## config.mk

```make
export PLATFORM = sky130hd
export DESIGN_NAME = key_value_table_fifo_evict
export DESIGN_NICKNAME = d
export VERILOG_FILES = /design/src/rtl/kvtfe_pkg.sv /design/src/rtl/kvtfe_cell.sv /design/src/rtl/key_value_table_fifo_evict.sv
export VERILOG_INCLUDE_DIRS = /design/src /design/src/rtl
export SDC_FILE = /design/constraint.sdc
export NUM_CORES = 2
export LEC_CHECK = 0
export BUFFER_PORTS_ARGS = -buffer_cell sky130_fd_sc_hd__buf_2
export CAP_MARGIN = 20
export CORE_ASPECT_RATIO = 1.4
export CORE_MARGIN = 3
export CORE_UTILIZATION = 55
export DETAILED_ROUTE_END_ITERATION = 10
export PLACE_DENSITY_LB_ADDON = 0.08
export SYNTH_ARGS = -nofsm -noshare
export SYNTH_HDL_FRONTEND = slang
export SYNTH_SLANG_ARGS = --single-unit
```

## constraint.sdc

```tcl
create_clock -name clk -period 6 [get_ports clk]
set_clock_uncertainty 0.1 [all_clocks]
set_input_delay 1.5 -clock clk [delete_from_list [all_inputs] [get_ports clk]]
set_output_delay 1.5 -clock clk [all_outputs]
set_load 0.03 [all_outputs]
```

## src/rtl/key_value_table_fifo_evict_assert.svh

```systemverilog
// Assertion macros for the key/value table.
// Expects signals clk and rst in the including scope.
`ifndef KEY_VALUE_TABLE_FIFO_EVICT_ASSERT_SVH
`define KEY_VALUE_TABLE_FIFO_EVICT_ASSERT_SVH

// Same-cycle implication, checked outside reset.
`define KVTFE_ASSERT_IMPL(label, ante, cons) \
  label: assert property (@(posedge clk) disable iff (rst) (ante) |-> (cons)) \
    else $error("kvtfe assertion failed");

// Next-cycle implication, checked outside reset.
`define KVTFE_ASSERT_NEXT(label, ante, cons) \
  label: assert property (@(posedge clk) disable iff (rst) (ante) |=> (cons)) \
    else $error("kvtfe assertion failed");

`endif

```

## src/rtl/kvtfe_pkg.sv

```systemverilog
// Shared types and constants for the key/value table.
// No dependencies.
package kvtfe_pkg;

  localparam int KEY_W       = 32;
  localparam int VALUE_W     = 32;
  localparam int IN_TDATA_W  = 72;
  localparam int OUT_TDATA_W = 40;

  localparam logic FUNC_LOOKUP = 1'b0;
  localparam logic FUNC_STORE  = 1'b1;

  // Broadcast from the controller to every cell.
  typedef struct packed {
    logic               cmp_en;
    logic [KEY_W-1:0]   cmp_key;
    logic               upd_hit;
    logic               fill;
    logic               shift;
    logic [KEY_W-1:0]   wr_key;
    logic [VALUE_W-1:0] wr_value;
  } cell_ctrl_t;

endpackage

```

## src/rtl/kvtfe_cell.sv

```systemverilog
// One slot of the table: key, value, valid and a registered key match.
// Depends on kvtfe_pkg.
module kvtfe_cell (
  input  logic                         clk,
  input  logic                         rst,
  input  kvtfe_pkg::cell_ctrl_t        ctrl,
  input  logic                         prev_valid,
  input  logic [kvtfe_pkg::KEY_W-1:0]  next_key,
  input  logic [kvtfe_pkg::VALUE_W-1:0] next_value,
  output logic                         valid,
  output logic [kvtfe_pkg::KEY_W-1:0]  key,
  output logic [kvtfe_pkg::VALUE_W-1:0] value,
  output logic                         match,
  output logic [kvtfe_pkg::VALUE_W-1:0] hit_value
);

  logic fill_here;

  // Slots are packed, so the first empty slot is the one after the last full one.
  assign fill_here = ctrl.fill && !valid && prev_valid;
  assign hit_value = match ? value : '0;

  always_ff @(posedge clk) begin
    if (rst) begin
      valid <= 1'b0;
      match <= 1'b0;
    end else begin
      if (ctrl.cmp_en) begin
        match <= valid && (key == ctrl.cmp_key);
      end
      if (fill_here) begin
        valid <= 1'b1;
      end
    end
  end

  always_ff @(posedge clk) begin
    if (ctrl.upd_hit && match) begin
      value <= ctrl.wr_value;
    end else if (fill_here) begin
      key   <= ctrl.wr_key;
      value <= ctrl.wr_value;
    end else if (ctrl.shift) begin
      key   <= next_key;
      value <= next_value;
    end
  end

endmodule

```

## src/rtl/key_value_table_fifo_evict.sv

```systemverilog
// Key/value table with oldest-first eviction, built as a row of slot cells.
// Depends on kvtfe_pkg, kvtfe_cell and key_value_table_fifo_evict_assert.svh.
//
// Input words arrive on s_tvalid/s_tready/s_tdata: a lookup (func 0) or a
// store (func 1) of a 32-bit key and value. A lookup returns one word on
// m_tvalid/m_tready/m_tdata with found and the stored value (zero on a
// miss). A store returns nothing; a store with key zero is dropped.
// A store to a present key updates it in place, otherwise it fills the next
// free slot; on a full table every cell takes its upper neighbor's pair,
// the oldest pair falls out of slot 0 and the new pair enters the top slot.
//
// Each word passes through ST_IDLE and ST_APPLY: the accept edge registers
// the key compare in every cell; in ST_APPLY the cell matches are ORed and
// the edge leaving ST_APPLY applies the update or loads the result register.
// While a result waits, the next word is still accepted; a following lookup
// holds in ST_APPLY until the output register frees up.
// Reset empties the table and drops any pending result.
module key_value_table_fifo_evict #(
  parameter int TABLE_DEPTH = 32
) (
  input  logic                                 clk,
  input  logic                                 rst,
  input  logic                                 s_tvalid,
  output logic                                 s_tready,
  // func[0], key[32:1], value[64:33], zero pad[71:65]
  input  logic [kvtfe_pkg::IN_TDATA_W-1:0]     s_tdata,
  output logic                                 m_tvalid,
  input  logic                                 m_tready,
  // found[0], result_value[32:1], zero pad[39:33]
  output logic [kvtfe_pkg::OUT_TDATA_W-1:0]    m_tdata
);

  `include "key_value_table_fifo_evict_assert.svh"

  typedef enum logic {ST_IDLE, ST_APPLY} state_t;

  state_t                           state;
  logic                             op_func;
  logic [kvtfe_pkg::KEY_W-1:0]      op_key;
  logic [kvtfe_pkg::VALUE_W-1:0]    op_value;
  logic                             out_found;
  logic [kvtfe_pkg::VALUE_W-1:0]    out_value;

  kvtfe_pkg::cell_ctrl_t            ctrl;
  logic [TABLE_DEPTH-1:0]           cell_valid;
  logic [TABLE_DEPTH-1:0]           cell_match;
  logic [kvtfe_pkg::KEY_W-1:0]      cell_key   [TABLE_DEPTH];
  logic [kvtfe_pkg::VALUE_W-1:0]    cell_value [TABLE_DEPTH];
  logic [kvtfe_pkg::VALUE_W-1:0]    cell_hitv  [TABLE_DEPTH];
  logic [kvtfe_pkg::KEY_W-1:0]      nxt_key    [TABLE_DEPTH];
  logic [kvtfe_pkg::VALUE_W-1:0]    nxt_value  [TABLE_DEPTH];
  logic [TABLE_DEPTH-1:0]           prv_valid;

  logic                             accept;
  logic                             hit_any;
  logic [kvtfe_pkg::VALUE_W-1:0]    hit_value;
  logic                             store_go;
  logic                             out_free;
  logic                             out_load;
  logic [TABLE_DEPTH:0]             valid_inc;

  assign s_tready = (state == ST_IDLE) && !rst;
  assign accept   = s_tvalid && s_tready;
  assign out_free = !m_tvalid || m_tready;
  assign out_load = (state == ST_APPLY) && (op_func == kvtfe_pkg::FUNC_LOOKUP) && out_free;
  assign m_tdata  = {{(kvtfe_pkg::OUT_TDATA_W - kvtfe_pkg::VALUE_W - 1){1'b0}},
                     out_value, out_found};

  // Keys are unique in the table, so at most one cell contributes.
  assign hit_any = |cell_match;
  always_comb begin
    hit_value = '0;
    for (int i = 0; i < TABLE_DEPTH; i++) begin
      hit_value = hit_value | cell_hitv[i];
    end
  end

  assign store_go = (state == ST_APPLY) && (op_func == kvtfe_pkg::FUNC_STORE) &&
                    (op_key != '0);

  always_comb begin
    ctrl.cmp_en   = accept;
    ctrl.cmp_key  = s_tdata[kvtfe_pkg::KEY_W:1];
    ctrl.upd_hit  = store_go && hit_any;
    ctrl.fill     = store_go && !hit_any && !cell_valid[TABLE_DEPTH-1];
    ctrl.shift    = store_go && !hit_any && cell_valid[TABLE_DEPTH-1];
    ctrl.wr_key   = op_key;
    ctrl.wr_value = op_value;
  end

  for (genvar i = 0; i < TABLE_DEPTH; i++) begin : g_cell
    if (i == 0) begin : g_first
      assign prv_valid[i] = 1'b1;
    end else begin : g_rest
      assign prv_valid[i] = cell_valid[i-1];
    end
    if (i == TABLE_DEPTH - 1) begin : g_top
      assign nxt_key[i]   = op_key;
      assign nxt_value[i] = op_value;
    end else begin : g_mid
      assign nxt_key[i]   = cell_key[i+1];
      assign nxt_value[i] = cell_value[i+1];
    end

    kvtfe_cell u_cell (
      .clk        (clk),
      .rst        (rst),
      .ctrl       (ctrl),
      .prev_valid (prv_valid[i]),
      .next_key   (nxt_key[i]),
      .next_value (nxt_value[i]),
      .valid      (cell_valid[i]),
      .key        (cell_key[i]),
      .value      (cell_value[i]),
      .match      (cell_match[i]),
      .hit_value  (cell_hitv[i])
    );
  end

  always_ff @(posedge clk) begin
    if (rst) begin
      state    <= ST_IDLE;
      m_tvalid <= 1'b0;
    end else begin
      if (out_load) begin
        m_tvalid <= 1'b1;
      end else if (m_tvalid && m_tready) begin
        m_tvalid <= 1'b0;
      end
      case (state)
        ST_IDLE: begin
          if (accept) begin
            op_func  <= s_tdata[0];
            op_key   <= s_tdata[kvtfe_pkg::KEY_W:1];
            op_value <= s_tdata[kvtfe_pkg::KEY_W+kvtfe_pkg::VALUE_W:kvtfe_pkg::KEY_W+1];
            state    <= ST_APPLY;
          end
        end
        ST_APPLY: begin
          if (op_func == kvtfe_pkg::FUNC_STORE) begin
            state <= ST_IDLE;
          end else if (out_free) begin
            out_found <= hit_any;
            out_value <= hit_value;
            state     <= ST_IDLE;
          end
        end
        default: begin
          state <= ST_IDLE;
        end
      endcase
    end
  end

  // Occupied slots form a run from slot 0 upward.
  assign valid_inc = {1'b0, cell_valid} + (TABLE_DEPTH + 1)'(1);

  `KVTFE_ASSERT_IMPL(a_single_match, state == ST_APPLY, $onehot0(cell_match))
  `KVTFE_ASSERT_IMPL(a_packed_slots, 1'b1, $onehot(valid_inc))
  `KVTFE_ASSERT_IMPL(a_miss_zero, m_tvalid && !out_found, out_value == '0)
  `KVTFE_ASSERT_NEXT(a_accept_apply, accept, state == ST_APPLY)

endmodule

```

Yosys cells after proc, flatten, opt, wreduce, memory -nomap -nowiden
Index checks and enable logic that the tools add are counted.
Word-level totals
  input bits: 76
  logic and storage cells: 706
  register bits after elaboration: 2212
  output and inout bits: 42
Operators by class
  muxes and demuxes: 198
  bitwise gates (word level): 66
  reduce and logical (&&, ||, !) cells: 275
  equal/unequal tests: 32
Operators with widths (number)
  32-bit two-way mux: 192
  32-bit equality test: 32
  32-bit bitwise OR: 31
  1-bit logical AND: 138
  3-bit nonzero test: 32
  2-bit nonzero test: 33
  2-bit AND reduction: 32
  1-bit logical NOT: 35
  1-bit inverter: 35
  32-bit nonzero test: 1
  32-bit OR reduction: 1
  1-bit two-way mux: 5
  4-bit AND reduction: 1
  3-bit AND reduction: 1
  1-bit one-hot mux with 2 select lines: 1
  1-bit logical OR: 1

Depth between registers and ports, before layout
  depth in word-level cells: 32
  depth in mapped cells: 9
  gate-level depth less buffers: 7

By module
Synthesis repeated with hierarchy kept, for this count alone.
Unflattened totals
  cell total of the unflattened synthesis: 7730
  area, all modules: 116824.5 µm²
By module, submodules not included
  kvtfe_cell: times used 32, seq. area each 1961.9 µm², area each 3479.6 µm², cells each 226
  key_value_table_fifo_evict: times used 1, seq. area each 2982.9 µm², area each 5477.8 µm², cells each 498

Worst setup path before layout
OpenSTA, ideal clock, no wires.
  path type: input port to flip-flop
  from: input rst
  to: register g_cell[29].u_cell.match
  path slack: 0.859 ns
  setup time: 0.070 ns
  stages on the path: 8
  arrival time: 4.971 ns
  buffers on the path: 1
  required time: 5.830 ns
  cells stage by stage: nor2_1 nand2_1 inv_1 buf_1 nand4_1 nor4_1 nand3_1 a21oi_1
Between the ends
  cells in the longest elaborated chain, start to end: 3
RTL lines
  start, declared: RTL line key_value_table_fifo_evict.sv:22  | input logic rst,
  1-bit logical NOT: RTL line key_value_table_fifo_evict.sv:62  | assign s_tready = (state == ST_IDLE) && !rst;
  1-bit logical AND: RTL line key_value_table_fifo_evict.sv:62
  1-bit logical AND: RTL line key_value_table_fifo_evict.sv:63  | assign accept = s_tvalid && s_tready;
  end signal, assigned: RTL line kvtfe_cell.sv:29  | match <= valid && (key == ctrl.cmp_key);
  end, declared: RTL line kvtfe_cell.sv:13  | output logic match,
Several ways; a longest one is shown, not always the timed one.
A chain may end at the register's enable or synchronous reset.

Final worst setup path
  from: register g_cell[26].u_cell.match
  to: register g_cell[4].u_cell.value[9] (netlist name) (enable)
Between the ends
  cells in the longest elaborated chain, start to end: 7
  elaborated cells between the ends (all ways): 10
  those cells by class: 10 x reduce/logical
RTL lines
  start, declared: RTL line kvtfe_cell.sv:13
  start signal, assigned: RTL line kvtfe_cell.sv:29
  32-bit OR reduction (*): RTL line key_value_table_fifo_evict.sv:70  | assign hit_any = |cell_match;
  1-bit logical NOT: RTL line key_value_table_fifo_evict.sv:85, key_value_table_fifo_evict.sv:86
  1-bit logical AND: RTL line key_value_table_fifo_evict.sv:85, key_value_table_fifo_evict.sv:86
  1-bit logical AND: RTL line key_value_table_fifo_evict.sv:85  | ctrl.fill = store_go && !hit_any && !cell_valid[TABLE_DEPTH-1];
  1-bit logical AND (2 in series): RTL line kvtfe_cell.sv:20  | assign fill_here = ctrl.fill && !valid && prev_valid;
  3-bit nonzero test (no line) (*)
  end signal, assigned: RTL line kvtfe_cell.sv:39  | value <= ctrl.wr_value;
  end signal, assigned: RTL line kvtfe_cell.sv:42  | value <= ctrl.wr_value;
  end signal, assigned: RTL line kvtfe_cell.sv:45  | value <= next_value;
  end, declared: RTL line kvtfe_cell.sv:12  | output logic [kvtfe_pkg::VALUE_W-1:0] value,
Every way passes the cells marked *; elsewhere a longest branch is shown, timed or not.

==> flow_summary.html <==
<table>
<tr><th>Metric</th><th>Value</th></tr>
<tr><th colspan="2">Cells and area</th></tr>
<tr><td>Utilization after layout</td><td>0.612</td></tr>
<tr><td>Number of nets in the layout</td><td>7,369</td></tr>
<tr><td>Share of post-route cells with drive strength above 1</td><td>0.310</td></tr>
<tr><td>Filler cells</td><td>15,000</td></tr>
<tr><td>Area growth syn-to-layout</td><td>10.2%</td></tr>
<tr><th colspan="2">STA</th></tr>
<tr><td>Setup repair after global routing missed its margin</td><td>false</td></tr>
<tr><td>Relative slew margins</td><td>0.213</td></tr>
<tr><td>Achievable Freq</td><td>224 MHz</td></tr>
<tr><td>Final count of negative-setup-slack endpoints</td><td>0</td></tr>
<tr><td>Slew Viols, Final</td><td>0</td></tr>
<tr><td>Portion of the clock cycle consumed by the worst path in the final layout</td><td>0.743</td></tr>
<tr><td>Final min period</td><td>4.46 ns</td></tr>
<tr><td>Sum of negative setup slack</td><td>0 ns</td></tr>
<tr><td>Count of final hold-check violations</td><td>0</td></tr>
<tr><td>Slew @ Worst Pin</td><td>1.18 ns</td></tr>
<tr><th colspan="2">Floorplan</th></tr>
<tr><td>Area of the die</td><td>0.206 sq mm</td></tr>
<tr><td>Die outline height</td><td>535 um</td></tr>
<tr><td>Placeable core region</td><td>0.198 sq mm</td></tr>
<tr><td>Top-Level Pins</td><td>118</td></tr>
<tr><td>Cell Rows</td><td>193</td></tr>
<tr><td>Initial Util</td><td>0.555</td></tr>
<tr><td>X dimension of the die</td><td>384 um</td></tr>
<tr><th colspan="2">Synth</th></tr>
<tr><td>Number of synthesized flops with an enable pin</td><td>2,146</td></tr>
<tr><td>Count of synthesis-stage warnings from yosys</td><td>0</td></tr>
<tr><td>Most used flip-flop cell after synthesis</td><td>edfxtp_1</td></tr>
<tr><td>Total standard cell area after synthesis</td><td>0.110 sq mm</td></tr>
<tr><td>Post-Syn Area per Cell</td><td>14.9 sq um</td></tr>
<tr><td>Register area share after synthesis</td><td>0.597</td></tr>
<tr><td>Unique cell type count in the Yosys netlist</td><td>54</td></tr>
<tr><td>Fraction of registers with async set/reset</td><td>0</td></tr>
<tr><td>Synth Register Bits</td><td>2,212</td></tr>
<tr><td>Count of mapped cells out of synthesis</td><td>7,369</td></tr>
<tr><th colspan="2">Worst setup path</th></tr>
<tr><td>Number of cells on the worst reg-to-reg path</td><td>8</td></tr>
<tr><td>Worst endpoint required time</td><td>6.48 ns</td></tr>
<tr><td>Arrival time at the worst endpoint</td><td>4.94 ns</td></tr>
<tr><td>Maximum fanout along the worst path</td><td>33</td></tr>
<tr><td>Critical path endpoint category</td><td>flip-flop</td></tr>
<tr><td>Reg-to-reg critical path endpoint</td><td>g_cell[4].u_cell.value[9]</td></tr>
<tr><td>Setup slack, reg-to-reg</td><td>1.54 ns</td></tr>
<tr><td>Critical path start-end classification</td><td>reg -&gt; reg</td></tr>
<tr><td>Kind of start point of the critical path</td><td>flip-flop</td></tr>
<tr><td>R2R Path Start</td><td>g_cell[26].u_cell.match</td></tr>
<tr><th colspan="2">GRT</th></tr>
<tr><td>Maximum number of pins on one net before global-route repair</td><td>70</td></tr>
<tr><td>Residual overflow from global routing</td><td>0</td></tr>
<tr><td>Total global routing track utilization</td><td>0.409</td></tr>
<tr><td>First-pass GRT wire length</td><td>580,000 um</td></tr>
<tr><td>Vias in the first global route</td><td>72,500</td></tr>
<tr><td>Number of antenna violations at the first check in global routing</td><td>14</td></tr>
<tr><th colspan="2">Drt</th></tr>
<tr><td>Vias</td><td>72,600</td></tr>
<tr><td>Remaining number of nets flagged by the antenna check after routing</td><td>0</td></tr>
<tr><td>DR iter-0 viols</td><td>10,600</td></tr>
<tr><td>WL final</td><td>429,000 um</td></tr>
<tr><td>DR pass1 iterations</td><td>8</td></tr>
<tr><td>Vias per cell</td><td>7.19</td></tr>
<tr><td>DR DRC count</td><td>0</td></tr>
<tr><td>Average wire per standard cell</td><td>42.5 um</td></tr>
<tr><th colspan="2">Clocking</th></tr>
<tr><td>Post-CTS setup buffers</td><td>0</td></tr>
<tr><td>Level count of the clock H-tree</td><td>4</td></tr>
<tr><td>Post-CTS resize count</td><td>0</td></tr>
<tr><td>Number of buffers created by CTS</td><td>223</td></tr>
<tr><td>Buffer levels on the longest clock path</td><td>4</td></tr>
<tr><td>Clock tree from TritonCTS</td><td>done</td></tr>
<tr><td>Cts-stage hold buffer count</td><td>0</td></tr>
<tr><td>Root buf cell</td><td>clkbuf_16</td></tr>
<tr><td>Clock sinks</td><td>2,212</td></tr>
<tr><td>Clock transition at the registers of the reported paths</td><td>0.06 ns</td></tr>
<tr><td>Worst-Skew Late Latency</td><td>0.92 ns</td></tr>
<tr><th colspan="2">Status</th></tr>
<tr><td>Run status</td><td>completed</td></tr>
<tr><th colspan="2">Flow run</th></tr>
<tr><td>Number of maximum-capacitance violations</td><td>0</td></tr>
<tr><th colspan="2">Place</th></tr>
<tr><td>Final weighted congestion in routability-driven placement</td><td>0.917</td></tr>
<tr><td>Hpwl dp</td><td>246,000 um</td></tr>
<tr><td>Input/output buffers</td><td>103</td></tr>
<tr><th colspan="2">Pwr</th></tr>
<tr><td>Total power per unit cell area</td><td>267 mW/mm^2</td></tr>
<tr><td>Total leakage power</td><td>38.6 nW</td></tr>
<tr><td>Peak supply drop</td><td>0.000269 V</td></tr>
<tr><th colspan="2">Worst hold path</th></tr>
<tr><td>End point of the worst hold path</td><td>g_cell[12].u_cell.match</td></tr>
<tr><td>Number of cells traversed by the worst hold path</td><td>2</td></tr>
<tr><td>Hold crit path type</td><td>reg -&gt; reg</td></tr>
<tr><td>Hold Crit Start</td><td>g_cell[12].u_cell.match</td></tr>
</table>
layout make-up:
cell class                      instances  area (sq um)  share of cell area
Multi-Input combinational cell       4451         41700               0.343
Clock inverter                        119          1290              0.0107
Antenna cell                            3          7.51           0.0000619
Sequential cell                      2212         65800               0.542
Inverter                               20          80.1            0.000660
Clock buffer                          279          5990              0.0493
Tap cell                             2632          3290              0.0271
Timing Repair Buffer                  385          3180              0.0262
cell families (layout without fill, tap and decap cells):
kind of cell | count (synthesis) | in the layout | share of synthesized area
flip-flops | 2212 | 2212 | 0.597
multiplexers | 1976 | 1976 | 0.202
buffers and inverters | 712 | 803 | 0.0281
AND/OR/NAND/NOR | 756 | 756 | 0.0445
XOR/XNOR | 1008 | 1008 | 0.0802
other | 1 | 10 | 0.0000341
AO/OA/AOI/OAI | 704 | 704 | 0.0476
sequential cells by signal (all words and copies together), names as in the netlist:
name / flops
op_func: 1
g_cell.u_cell.key: 1024
g_cell.u_cell.match: 32
state: 1
out_found: 1
out_value: 32
g_cell.u_cell.valid: 32
op_value: 32
m_tvalid: 1
op_key: 32
g_cell.u_cell.value: 1024
how the worst max path moves through the flow:
stage | startpoint | to | slack [ns]
floorplan | rst | g_cell[29].u_cell.match | 0.86
global placement | g_cell[11].u_cell.match | g_cell[23].u_cell.key[19] | 1.41
detailed placement | rst | g_cell[16].u_cell.match | 1.35
CTS | g_cell[1].u_cell.match | g_cell[23].u_cell.key[25] | 1.50
global route | g_cell[26].u_cell.match | g_cell[4].u_cell.value[9] | 1.53
finish | g_cell[26].u_cell.match | g_cell[4].u_cell.value[9] | 1.54
power breakdown:
group / total, mW / switching, mW / internal, mW / leakage [nW]
Sequential: 16.8 / 0.0830 / 16.7 / 19.9
Clock: 14.5 / 6.25 / 8.23 / 3.57
Combinational: 1.13 / 0.822 / 0.311 / 15.2
Total: 32.4 / 7.16 / 25.3 / 38.6
synthesized netlist by cell type (all sizes together), types with 20 or more instances:
library cell | instances | area share
a211o | 31 | 0.0025
a21o | 31 | 0.0021
a21oi | 37 | 0.0017
a221oi | 64 | 0.0051
a22o | 66 | 0.0053
a22oi | 384 | 0.026
and3 | 24 | 0.0014
buf | 268 | 0.013
clkbuf | 424 | 0.014
dfxtp | 66 | 0.012
edfxtp | 2146 | 0.59
inv | 20 | 0.00068
mux2 | 1976 | 0.20
nand2 | 55 | 0.0019
nand2b | 42 | 0.0024
nand3 | 103 | 0.0047
nand4 | 288 | 0.016
nor2 | 27 | 0.00092
nor3 | 54 | 0.0025
nor4 | 94 | 0.0056
nor4b | 28 | 0.0060
o21ai | 72 | 0.0033
or4 | 32 | 0.0022
xnor2 | 867 | 0.069
xor2 | 141 | 0.011
critical path, cell delays in order, from the launching register on:
cell and delay, ns:
dfxtp_2 0.46, nor4_1 0.85, and4_1 0.45, o2111ai_4 0.23, buf_4 0.37, nor4b_4 0.29
buf_4 0.42, a211o_2 0.62, buf_12 0.27
layer usage:
| metal | vias to the layer above | wire length (um) | global-route usage | share of wire |
|---|---|---|---|---|
| li1 | 28200 | - | - | - |
| met1 | 36400 | 140000 | 0.480 | 0.33 |
| met2 | 5830 | 197000 | 0.650 | 0.46 |
| met3 | 2120 | 49000 | 0.0946 | 0.11 |
| met4 | 8 | 43400 | 0.317 | 0.10 |
| met5 | - | 52 | 0 | 0.00012 |
placed cells by master (no fill, tap or decap), drive strengths merged, types with 66 or more instances in the layout:
cell / count
a22oi: 384
nand4: 288
xnor2: 867
nor4: 94
nand3: 103
mux2: 1976
o21ai: 72
xor2: 141
edfxtp: 2146
clkinv: 82
dfxtp: 66
buf: 385
a22o: 66
clkbuf: 279
stage by stage:
| step | cell area, sq um | setup WS (ns) | std cells | total power, mW | hold WS [ns] |
|---|---|---|---|---|---|
| final | 121000 | 1.54 | 10100 | 32.4 | 0.425 |
| after floorplan | 110000 | 0.859 | 7375 | 17.7 | 0.384 |
| after global placement | 114000 | 1.41 | 9698 | 18.2 | 0.401 |
| after global routing | 121000 | 1.53 | 10100 | 33.0 | 0.464 |
| after detailed placement | 114000 | 1.35 | 9699 | 18.2 | 0.425 |
| after CTS | 121000 | 1.50 | 10100 | 32.4 | 0.431 |
Power figures use the tool's default switching activity.
